`src/hdl/bcm_pkg.sv`:
```
// Shared types and constants for the CPU busy-percentage monitor.
// Used by bcm_counters, bcm_divider and cpu_busy_percent_monitor; no dependencies.
`default_nettype none

package bcm_pkg;

	localparam logic [1:0] MODE_ENTER  = 2'd0;
	localparam logic [1:0] MODE_LEAVE  = 2'd1;
	localparam logic [1:0] MODE_TICK   = 2'd2;
	localparam logic [1:0] MODE_SAMPLE = 2'd3;

	localparam int          DEPTH_W   = 8;
	localparam logic [7:0]  DEPTH_MAX = 8'd255;
	localparam int          PCT_W     = 7;
	localparam logic [6:0]  PCT_FULL  = 7'd100;
	localparam logic [2:0]  CORE_ZERO = 3'd0;

	typedef struct packed {
		logic enter;
		logic leave;
		logic tick;
		logic snap;
	} cnt_evt_t;

endpackage

`default_nettype wire

```
`src/hdl/bcm_counters.sv`:
```
// Idle nesting depth, free-running tick counters and the window deltas taken at a sample.
// Depends on bcm_pkg.
`default_nettype none

module bcm_counters
	import bcm_pkg::*;
#(
	parameter int TICK_BITS = 32
) (
	input  wire logic                 clk,
	input  wire logic                 arst_n,
	input  wire cnt_evt_t             evt,
	output logic     [TICK_BITS-1:0]  d_tick,
	output logic     [TICK_BITS-1:0]  d_idle
);

	logic [DEPTH_W-1:0]   idle_depth_q;
	logic [TICK_BITS-1:0] tick_count_q;
	logic [TICK_BITS-1:0] idle_tick_count_q;
	logic [TICK_BITS-1:0] last_tick_q;
	logic [TICK_BITS-1:0] last_idle_q;
	logic [TICK_BITS-1:0] d_tick_q;
	logic [TICK_BITS-1:0] d_idle_q;

	always_ff @(posedge clk or negedge arst_n) begin
		if (!arst_n) begin
			idle_depth_q      <= '0;
			tick_count_q      <= '0;
			idle_tick_count_q <= '0;
			last_tick_q       <= '0;
			last_idle_q       <= '0;
		end else begin
			if (evt.enter && idle_depth_q != DEPTH_MAX) begin
				idle_depth_q <= idle_depth_q + 1'b1;
			end
			if (evt.leave && idle_depth_q != '0) begin
				idle_depth_q <= idle_depth_q - 1'b1;
			end
			if (evt.tick) begin
				tick_count_q <= tick_count_q + 1'b1;
				if (idle_depth_q != '0) begin
					idle_tick_count_q <= idle_tick_count_q + 1'b1;
				end
			end
			if (evt.snap) begin
				last_tick_q <= tick_count_q;
				last_idle_q <= idle_tick_count_q;
			end
		end
	end

	always_ff @(posedge clk) begin
		if (evt.snap) begin
			d_tick_q <= tick_count_q - last_tick_q;
			d_idle_q <= idle_tick_count_q - last_idle_q;
		end
	end

	assign d_tick = d_tick_q;
	assign d_idle = d_idle_q;

endmodule

`default_nettype wire

```
`src/hdl/bcm_divider.sv`:
```
// Bit-serial scaler and restoring divider: (busy*100 + den/2) / den, one dividend bit per cycle.
// Depends on bcm_pkg.
`default_nettype none

module bcm_divider
	import bcm_pkg::*;
#(
	parameter int TICK_BITS = 32
) (
	input  wire logic                 clk,
	input  wire logic                 arst_n,
	input  wire logic                 start,
	input  wire logic [TICK_BITS-1:0] busy,
	input  wire logic [TICK_BITS-1:0] den,
	output logic                      done,
	output logic      [PCT_W-1:0]     quotient
);

	localparam int DW = TICK_BITS + 7;
	localparam int CW = $clog2(DW + 1);

	typedef enum logic [3:0] {
		DV_IDLE = 4'b0001,
		DV_MUL  = 4'b0010,
		DV_HALF = 4'b0100,
		DV_STEP = 4'b1000
	} dv_state_t;

	dv_state_t            state_q;
	logic [CW-1:0]        cnt_q;
	logic                 done_q;
	logic [TICK_BITS-1:0] busy_q;
	logic [TICK_BITS-1:0] den_q;
	logic [DW-1:0]        acc_q;
	logic [TICK_BITS-1:0] rem_q;
	logic [PCT_W-1:0]     quo_q;

	logic [TICK_BITS:0]   trial;
	logic [TICK_BITS:0]   diff;
	logic                 fits;

	always_comb begin
		trial = {rem_q, acc_q[DW-1]};
		diff  = trial - {1'b0, den_q};
		fits  = trial >= {1'b0, den_q};
	end

	always_ff @(posedge clk or negedge arst_n) begin
		if (!arst_n) begin
			state_q <= DV_IDLE;
			cnt_q   <= '0;
			done_q  <= 1'b0;
		end else begin
			done_q <= 1'b0;
			case (state_q)
				DV_IDLE: begin
					if (start) begin
						state_q <= DV_MUL;
					end
				end
				DV_MUL: begin
					state_q <= DV_HALF;
				end
				DV_HALF: begin
					state_q <= DV_STEP;
					cnt_q   <= CW'(DW);
				end
				DV_STEP: begin
					cnt_q <= cnt_q - 1'b1;
					if (cnt_q == CW'(1)) begin
						state_q <= DV_IDLE;
						done_q  <= 1'b1;
					end
				end
				default: begin
					state_q <= DV_IDLE;
				end
			endcase
		end
	end

	always_ff @(posedge clk) begin
		case (state_q)
			DV_IDLE: begin
				if (start) begin
					busy_q <= busy;
					den_q  <= den;
					acc_q  <= {1'b0, busy, 6'b0} + {2'b0, busy, 5'b0};
				end
			end
			DV_MUL: begin
				acc_q <= acc_q + {5'b0, busy_q, 2'b0};
			end
			DV_HALF: begin
				acc_q <= acc_q + {8'b0, den_q[TICK_BITS-1:1]};
				rem_q <= '0;
				quo_q <= '0;
			end
			DV_STEP: begin
				acc_q <= {acc_q[DW-2:0], 1'b0};
				quo_q <= {quo_q[PCT_W-2:0], fits};
				rem_q <= fits ? diff[TICK_BITS-1:0] : trial[TICK_BITS-1:0];
			end
			default: begin
				acc_q <= acc_q;
			end
		endcase
	end

	assign done     = done_q;
	assign quotient = quo_q;

endmodule

`default_nettype wire

```
`src/hdl/cpu_busy_percent_monitor.sv`:
```
// Top level of the CPU busy-percentage monitor: event intake, sample sequencer, result register.
// Depends on bcm_pkg, bcm_counters and bcm_divider.
`default_nettype none

// Each transaction on the input carries one event. Enter idle, leave idle and timer tick are
// taken whenever no sample is in progress; a sample for a nonexistent core is also held until
// the output register is free, and it returns an empty window on the next cycle. A sample for
// core 0 stalls the input until its result is written to the output register. The deltas
// are registered, the busy share is scaled by 100 in two shift-add steps, the rounding half
// is added, and a restoring divider then consumes one dividend bit per cycle, after which the
// done flag is registered and the result is written. The divider dominates the time a sample
// takes. A sample over a window with no ticks skips the divider and goes from the delta state
// straight to the result write. The result sits in an output register, so events keep
// flowing while a result waits to be taken; a later core 0 sample holds in its last state,
// with the input stalled, until that register is free.
module cpu_busy_percent_monitor
	import bcm_pkg::*;
#(
	parameter int TICK_BITS = 32
) (
	input  wire logic               clk,
	input  wire logic               arst_n,
	input  wire logic               in_valid,
	output logic                    in_stall,
	input  wire logic [1:0]         mode,
	input  wire logic [2:0]         core_index,
	output logic                    out_valid,
	input  wire logic               out_stall,
	output logic      [PCT_W-1:0]   busy_percent,
	output logic                    empty_window
);

	typedef enum logic [3:0] {
		ST_IDLE  = 4'b0001,
		ST_DELTA = 4'b0010,
		ST_DIV   = 4'b0100,
		ST_DONE  = 4'b1000
	} state_t;

	state_t               state_q;
	logic                 empty_q;
	logic                 out_valid_q;
	logic [PCT_W-1:0]     busy_percent_q;
	logic                 empty_window_q;

	logic                 out_free;
	logic                 accept;
	logic                 bad_sample;
	cnt_evt_t             evt;
	logic [TICK_BITS-1:0] d_tick;
	logic [TICK_BITS-1:0] d_idle;
	logic [TICK_BITS:0]   busy_diff;
	logic [TICK_BITS-1:0] busy_span;
	logic                 window_zero;
	logic                 div_start;
	logic                 div_done;
	logic [PCT_W-1:0]     quotient;

	always_comb begin
		out_free   = !out_valid_q || !out_stall;
		bad_sample = (mode == MODE_SAMPLE) && (core_index != CORE_ZERO);
		in_stall   = (state_q != ST_IDLE) || (bad_sample && !out_free);
		accept     = in_valid && !in_stall;
		evt.enter  = accept && (mode == MODE_ENTER);
		evt.leave  = accept && (mode == MODE_LEAVE);
		evt.tick   = accept && (mode == MODE_TICK);
		evt.snap   = accept && (mode == MODE_SAMPLE) && (core_index == CORE_ZERO);
		busy_diff  = {1'b0, d_tick} - {1'b0, d_idle};
		busy_span  = busy_diff[TICK_BITS] ? '0 : busy_diff[TICK_BITS-1:0];
		window_zero = (d_tick == '0);
		div_start  = (state_q == ST_DELTA) && !window_zero;
	end

	bcm_counters #(
		.TICK_BITS(TICK_BITS)
	) u_counters (
		.clk    (clk),
		.arst_n (arst_n),
		.evt    (evt),
		.d_tick (d_tick),
		.d_idle (d_idle)
	);

	bcm_divider #(
		.TICK_BITS(TICK_BITS)
	) u_divider (
		.clk      (clk),
		.arst_n   (arst_n),
		.start    (div_start),
		.busy     (busy_span),
		.den      (d_tick),
		.done     (div_done),
		.quotient (quotient)
	);

	always_ff @(posedge clk or negedge arst_n) begin
		if (!arst_n) begin
			state_q     <= ST_IDLE;
			out_valid_q <= 1'b0;
			empty_q     <= 1'b0;
		end else begin
			if (out_valid_q && !out_stall) begin
				out_valid_q <= 1'b0;
			end
			case (state_q)
				ST_IDLE: begin
					if (accept && bad_sample) begin
						out_valid_q <= 1'b1;
					end
					if (evt.snap) begin
						state_q <= ST_DELTA;
					end
				end
				ST_DELTA: begin
					empty_q <= window_zero;
					state_q <= window_zero ? ST_DONE : ST_DIV;
				end
				ST_DIV: begin
					if (div_done) begin
						state_q <= ST_DONE;
					end
				end
				ST_DONE: begin
					if (out_free) begin
						out_valid_q <= 1'b1;
						state_q     <= ST_IDLE;
					end
				end
				default: begin
					state_q <= ST_IDLE;
				end
			endcase
		end
	end

	always_ff @(posedge clk) begin
		if (state_q == ST_IDLE && accept && bad_sample) begin
			busy_percent_q <= '0;
			empty_window_q <= 1'b1;
		end else if (state_q == ST_DONE && out_free) begin
			busy_percent_q <= empty_q ? '0 : quotient;
			empty_window_q <= empty_q;
		end
	end

	assign out_valid    = out_valid_q;
	assign busy_percent = busy_percent_q;
	assign empty_window = empty_window_q;

`ifndef SYNTH
	a_state_onehot: assert property (@(posedge clk) disable iff (!arst_n)
		$onehot(state_q))
		else $error("sequencer state is not one-hot");

	a_busy_stalls: assert property (@(posedge clk) disable iff (!arst_n)
		(state_q != ST_IDLE) |-> in_stall)
		else $error("input taken while a sample is in progress");

	a_pct_range: assert property (@(posedge clk) disable iff (!arst_n)
		out_valid_q |-> (busy_percent_q <= PCT_FULL))
		else $error("busy percentage above 100");

	a_empty_zero: assert property (@(posedge clk) disable iff (!arst_n)
		(out_valid_q && empty_window_q) |-> (busy_percent_q == '0))
		else $error("empty window carries a nonzero percentage");

	a_done_in_div: assert property (@(posedge clk) disable iff (!arst_n)
		div_done |-> (state_q == ST_DIV))
		else $error("divider finished outside the divide phase");
`endif

endmodule

`default_nettype wire
```
`config.mk`:
```
export PLATFORM = sky130hd
export DESIGN_NAME = cpu_busy_percent_monitor
export DESIGN_NICKNAME = d
export VERILOG_FILES = /design/src/hdl/bcm_pkg.sv /design/src/hdl/bcm_counters.sv /design/src/hdl/bcm_divider.sv /design/src/hdl/cpu_busy_percent_monitor.sv
export SDC_FILE = /design/constraint.sdc
export NUM_CORES = 1
export LEC_CHECK = 0
export BUFFER_PORTS_ARGS = -buffer_cell sky130_fd_sc_hd__buf_2
export CORE_ASPECT_RATIO = 1.25
export CORE_MARGIN = 1
export CORE_UTILIZATION = 40
export DETAILED_ROUTE_END_ITERATION = 8
export GPL_TIMING_DRIVEN = 0
export SYNTH_ARGS = -nofsm -noshare
export SYNTH_HDL_FRONTEND = slang
export SYNTH_SLANG_ARGS = --single-unit
```
`constraint.sdc`:
```
create_clock -name clk -period 7.3 [get_ports clk]
set_clock_uncertainty 0.1 [all_clocks]
set_input_delay 0.73 -clock clk [delete_from_list [all_inputs] [get_ports clk]]
set_output_delay 0.73 -clock clk [all_outputs]
set_load 0.02 [all_outputs]
```
; ---- After elaboration in Yosys (flattened, before gate mapping)
; Cells that the tools add are included.
[totals]
input_bits = 9
reg_bits = 367
output_inout_bits = 10
word_cells = 112
[classes]
n_reduce_logical = 36
muxes = 24
add_sub_neg = 12
order_cmp = 1
eq_ne = 19
[ops]
columns = op, n
row1 = 39-bit one-hot mux with 4 select lines, 1
row2 = 32-bit subtractor, 3
row3 = "32-bit by 1-bit adder with 32-bit output, second input constant", 2
row4 = 32-bit 2-to-1 mux, 2
row5 = 32-bit one-hot mux with 2 select lines, 1
row6 = 38-bit by 37-bit adder with 39-bit output, 1
row7 = 39-bit by 31-bit adder with 39-bit output, 1
row8 = 39-bit by 34-bit adder with 39-bit output, 1
row9 = 39-bit 2-to-1 mux, 1
row10 = 33-bit by 32-bit greater-or-equal comparator with 1-bit output, 1
row11 = 32-bit by 32-bit subtractor with 33-bit output, 1
row12 = 32-bit zero test, 1
row13 = 4-bit one-hot mux with 4 select lines, 2
row14 = 4-bit 2-to-1 mux, 6
row15 = 1-bit logical AND, 16
row16 = 8-bit 2-to-1 mux, 2
row17 = 7-bit one-hot mux with 2 select lines, 1
row18 = 6-bit one-hot mux with 2 select lines, 1
row19 = "8-bit by 1-bit adder with 8-bit output, second input constant", 1
row20 = "4-bit by 1-bit == test with 1-bit output, second input constant", 2
row21 = "4-bit by 2-bit == test with 1-bit output, second input constant", 2
row22 = "4-bit by 3-bit == test with 1-bit output, second input constant", 2
row23 = "4-bit == test, second input constant", 2
row24 = "8-bit != test, second input constant", 1
row25 = 21 further kinds, 38

; ---- Logic depth before layout (Yosys ltp)
[depth]
depth_word = 11
ltp_mapped = 30
depth_no_buf = 26

; ---- Hierarchy
; From an unflattened synthesis, not the netlist that was laid out.
[unflattened]
cells_unflattened = 2894
hier_area_um2 = 26546.7
[by_module_without_submodules]
columns = module, area_each_um2, cells_per_inst, seq_area_each_um2, n_inst
row1 = bcm_divider, 12878.6, 1402, 4540.6, 1
row2 = bcm_counters, 10761.6, 1078, 5325.1, 1
row3 = cpu_busy_percent_monitor, 2906.5, 414, 311.5, 1

; ---- Worst setup path after synthesis
; No wires, ideal clock.
[synth_timing]
path_type = flip-flop to flip-flop
startpoint = register u_counters.d_tick_q[0], in the netlist u_counters.d_tick[0]
endpoint = register u_divider.acc_q[36] (data pin)
setup_slack_ps = 970
t_required_ps = 6928
stages_incl_launch_ff = 31
n_path_buf = 5
period_less_slack_ps = 6330
arrival_time_ps = 5957
setup_ps = 272
path_cell_list = edfxtp_1 -> inv_1 -> ha_1 -> inv_1 -> fa_1 -> a211oi_2 -> o221ai_2 -> o21bai_1 -> a2111oi_2 -> o211ai_1 -> and2_1 -> clkbuf_1 -> clkbuf_1 -> buf_1 -> nor2_1 -> ha_1 -> clkbuf_1 -> a21oi_1 -> a211oi_1 -> a211o_1 -> a21o_1 -> and2_1 -> or2_0 -> clkbuf_1 -> a211oi_1 -> or4b_1 -> o2111ai_2 -> a21oi_2 -> o41ai_2 -> xor2_1 -> a22oi_1
[synth_via]
elab_chain_len = 5
[synth_rtl]
columns = element, line
row1 = from (decl), bcm_counters.sv:22  ; logic [TICK_BITS-1:0] d_tick_q;
row2 = from (signal assigned), bcm_counters.sv:54  ; d_tick_q <= tick_count_q - last_tick_q;
row3 = 32-bit by 32-bit subtractor with 33-bit output, cpu_busy_percent_monitor.sv:68  ; busy_diff = {1'b0, d_tick} - {1'b0, d_idle};
row4 = 32-bit 2-to-1 mux, cpu_busy_percent_monitor.sv:69  ; busy_span = busy_diff[TICK_BITS] ? '0 : busy_diff[TICK_BITS-1:0];
row5 = via busy_span[6], cpu_busy_percent_monitor.sv:53  ; logic [TICK_BITS-1:0] busy_span;
row6 = 38-bit by 37-bit adder with 39-bit output, bcm_divider.sv:88  ; acc_q <= {1'b0, busy, 6'b0} + {2'b0, busy, 5'b0};
row7 = 39-bit 2-to-1 mux, bcm_divider.sv:85  ; if (start) begin
row8 = 39-bit one-hot mux with 4 select lines, bcm_divider.sv:83  ; case (state_q)
row9 = to (signal assigned), bcm_divider.sv:88
row10 = to (signal assigned), bcm_divider.sv:92  ; acc_q <= acc_q + {5'b0, busy_q, 2'b0};
row11 = to (signal assigned), bcm_divider.sv:95  ; acc_q <= acc_q + {8'b0, den_q[TICK_BITS-1:1]};
row12 = to (decl), bcm_divider.sv:34  ; logic [DW-1:0] acc_q;
; The timed path passes the listed nets, and every way through them passes these cells. The select of a mux whose other input is x is not followed.
; A chain may end at the register's enable or synchronous reset.

; ---- Final worst setup path
[layout_timing]
startpoint = register u_counters.d_tick_q[0], in the netlist u_counters.d_tick[0]
endpoint = register u_divider.acc_q[35] (data pin)
; The elaborated chain is that of the path after synthesis.

==> metrics.md <==
| Metric | Value |
|---|---|
| Post-Synth XOR/XNOR Area | 8.44% |
| Syn_area_per_cell | approximately 9.3 um^2 |
| Gate count after technology mapping | roughly 2800 |
| N_diodes | 0 |
| Nets | 3096 |
| Yosys reg bits | around 370 |
| DRT iter0 DRCs | 1271 |
| Compound-Gate Fraction of Synth Area | 19.4% |
| CTS clock-pin slew for the worst setup and hold paths | 60 ps |
| # rows | roughly 100 |
| Max Clk Rate | approximately 140 MHz |
| Power per cell area | a little under 200 nW/um^2 |
| Routed length per instance | 18.4 um |
| Final Critical Period | roughly 7000 ps |
| Max Transition Viols Final | 0 |
| Fin util | 44.9% |
| Critical Path RT | 7510 ps |
| Largest net degree at the start of global routing | 86 |
| Gr usage total | approximately a fifth |
| Synth warn | 0 |
| I/O pin count | 19 |
| Core ar. | about 64000 um^2 |
| Clk_lat worst skew | 590 ps |
| Setup_tns | 0 ps |
| Critical path class | register to register |
| P_leak | 12.4 nW |
| DRT Pass-1 Iters | 5 |
| R2R Path Start | u_counters.d_tick[0] |
| Largest family of logic cells by synthesized area | compound AO/OA/AOI/OAI gates |
| Number of flops mapped to enable cells by yosys | a little over 200 |
| Die area | roughly 66000 um^2 |
| Initial antenna violation count | 0 |
| Root Buffer | clkbuf_16 |
| Post-synthesis adder-cell area fraction | 11.5% |
| Total congestion overflow | 0 |
| Tightest Pin Transition | 1200 ps |
| First-pass GRT wire length | 111000 um |
| Ratio of cells with drive above 1 in the final layout | approximately 6.2% |
| Clock sink total | 367 |
| Inserted Clock Buffers | between 40 and 50 |
| Post-route ant nets | 0 |
| Netlist cell types | 86 |
| Fillcell total | 6201 |
| Slew margin rel. | about a fifth |
| Final worst-path cycle share | 96.1% |
| Starting Density | between 40% and 50% |
| Post-Route WL | about 70000 um |
| # Max-Cap Violations | 0 |
| Unrepaired setup endpoints after global routing | false |
| CTS max path bufs | 3 |
| Final HPWL DP | 54700 um |
| Die height | between 200 and 300 um |
| Area grow syn2layout | 11.1% |
| Multiplexer area fraction after synthesis | 1.65% |
| Vias per cell | 5.56 |
| Most used flip-flop cell after synthesis | edfxtp_1 |
| Hold slack | between 100 and 150 ps |
| Final Hold Viols | 0 |
| Drc violations | 0 |
| Hold crit path type | primary input to async pin |
| Synth Cell Area | between 20000 and 30000 um^2 |
| Simple-gate share of the synthesized area | roughly 16% |
| CTS tree | built |
| Vias in the first global route | between 20000 and 25000 |
| Crit start category | register |
| Worst setup EP type | register |
| Vias | slightly above 20000 |
| # H-tree levels | 2 |
| Net Count, Synth | 3026 |
| Status | finished, final reports clean |
| Largest fanout on the critical path | 10 |
| Crit path from | u_counters.d_tick[0] |
| Worst VDD drop | 0.000175 V |
| Tot Pwr | 5.64 mW |
| Post-synthesis sequential area ratio | between 30% and 40% |
| Gpl congestion | around 0.93 |
| Input/output buffers | 18 |
| Fraction of registers with async set/reset | between 40% and 50% |
| Crit path DAT | 7230 ps |
| Die X | approximately 230 um |
| Endpoints failing setup | 0 |
==> per-layer routing <==
layer / vias up / share of wire [%] / global-route usage (%)
li1: 10200 / - / -
met1: 9944 / 42 / 24.4
met2: 429 / 50 / 38.4
met3: 172 / 3.4 / 2.33
met4: 0 / 4.9 / 10.4
met5: - / 0 / 0
==> Yosys cell counts (all sizes together) (31+ instances only) <==
master	count	share of area [%]
ha	225	11
clkbuf	52	0.75
nor2	234	3.4
inv	203	2.9
dfrtp	151	15
a21o	78	2.3
mux2i	35	1.4
nor3	50	0.96
a21oi	216	4.2
nor2b	33	0.80
o21ai	187	3.6
nand2	233	3.4
edfxtp	206	24
o21bai	32	0.97
nand2b	40	0.96
xnor2	175	5.9
and3	41	0.99
a211oi	31	0.92
nand3	57	1.1
o21a	41	1.2
xor2	75	2.5
==> worst max-delay path, cell delays in order (launching register included) <==
cell,delay [ps]
edfxtp_1,400
inv_1,60
ha_1,210
inv_1,70
fa_1,280
a211oi_2,110
o221ai_2,350
o21bai_4,170
a2111oi_4,400
o211ai_1,130
buf_4,160
nand2_2,150
buf_2,310
clkbuf_4,320
and3_1,270
ha_2,350
a21oi_1,270
a211oi_1,130
a211o_1,290
a21o_1,190
and2_1,160
a211oi_1,340
o311ai_1,210
a31oi_2,390
nor4_1,130
a2111oi_2,470
mux2i_1,240
nor3_1,70
==> registers in the layout, indices dropped and copies added (netlist names), 7 cells and up <==
| name | count |
|---|---|
| u_divider.acc_q | 39 |
| u_counters.d_idle | 32 |
| u_counters.d_tick | 32 |
| u_counters.idle_tick_count_q | 32 |
| u_counters.last_idle_q | 32 |
| u_counters.last_tick_q | 32 |
| u_counters.tick_count_q | 32 |
| u_divider.busy_q | 32 |
| u_divider.den_q | 32 |
| u_divider.rem_q | 32 |
| u_counters.idle_depth_q | 8 |
| busy_percent | 7 |
| u_divider.quotient | 7 |
==> layout by cell type (no fill, tap or decap), drive strengths merged, types with 12 or more instances in the layout <==
cell    netlist  layout
a211o        12      12
a211oi       31      31
a21boi       13      13
a21o         78      78
a21oi       216     216
a221oi       16      16
and2         30      30
and3         41      41
buf          17      44
clkbuf       52     106
clkinv        0      16
dfrtp       151     151
edfxtp      206     206
ha          225     225
inv         203     209
mux2i        35      35
nand2       233     233
nand2b       40      40
nand3        57      57
nand4        30      30
nor2        234     234
nor2b        33      33
nor3         50      50
nor3b        13      13
nor4         21      21
o211ai       20      20
o21a         41      41
o21ai       187     187
o21bai       32      32
o31ai        12      12
or2          12      12
or3          18      18
xnor2       175     175
xor2         75      75
==> where the power goes <==
| group | internal (mW) | switching, mW | total (mW) |
|---|---|---|---|
| clock | 1.31 | 0.930 | 2.24 |
| combinational | 0.403 | 0.535 | 0.938 |
| sequential | 2.37 | 0.0943 | 2.46 |
| total | 4.08 | 1.56 | 5.64 |
==> through the flow <==
step	setup WS [ps]	instance area, um^2	std cells
floorplan	970	25900	2785
finish	284	28800	3738
CTS	9.10	28800	3738
detailed placement	-1380	27300	3657
global route	4.24	28800	3738
global placement	-1380	27100	3651
==> cell families (layout without fill, tap and decap cells) <==
family,after synthesis,count (layout)
AOI/OAI and AO/OA,772,772
xor gates and xnor gates,250,250
adders and majority gates,234,234
buffers and inverters,272,377
DFF,367,367
muxes,42,42
and+or+nand+nor,848,848
==> final timing paths <==
check | endpoint | slack (ps) | cells past startpoint
setup reg to reg | u_divider.acc_q[35] | 280 | 27
min in group clk | out_valid | 270 | 2
max in group asynchronous | u_counters.last_idle_q[29] | 6140 | 2
hold / removal | u_counters.last_tick_q[9] | 110 | 1
setup / recovery | u_divider.acc_q[35] | 280 | 27
hold reg to reg | empty_window | 360 | 1
==> final cells by class <==
type	count	area, um^2	share of cell area (%)
inverter	203	762	2.64
tap	848	1060	3.68
clock inverter	24	221	0.768
multi-input combinational	2146	14800	51.4
timing repair buffer	26	234	0.811
sequential	367	10200	35.3
clock buffer	57	1260	4.38
buffer	67	303	1.05
==> repair_timing <==
action,CTS,global route
hold buffers,0,0
buffers inserted,1,1
pin swaps,1,1
resized for setup,17,10
endpoints found under the setup margin,19,11
Power figures use the tool's default switching activity.
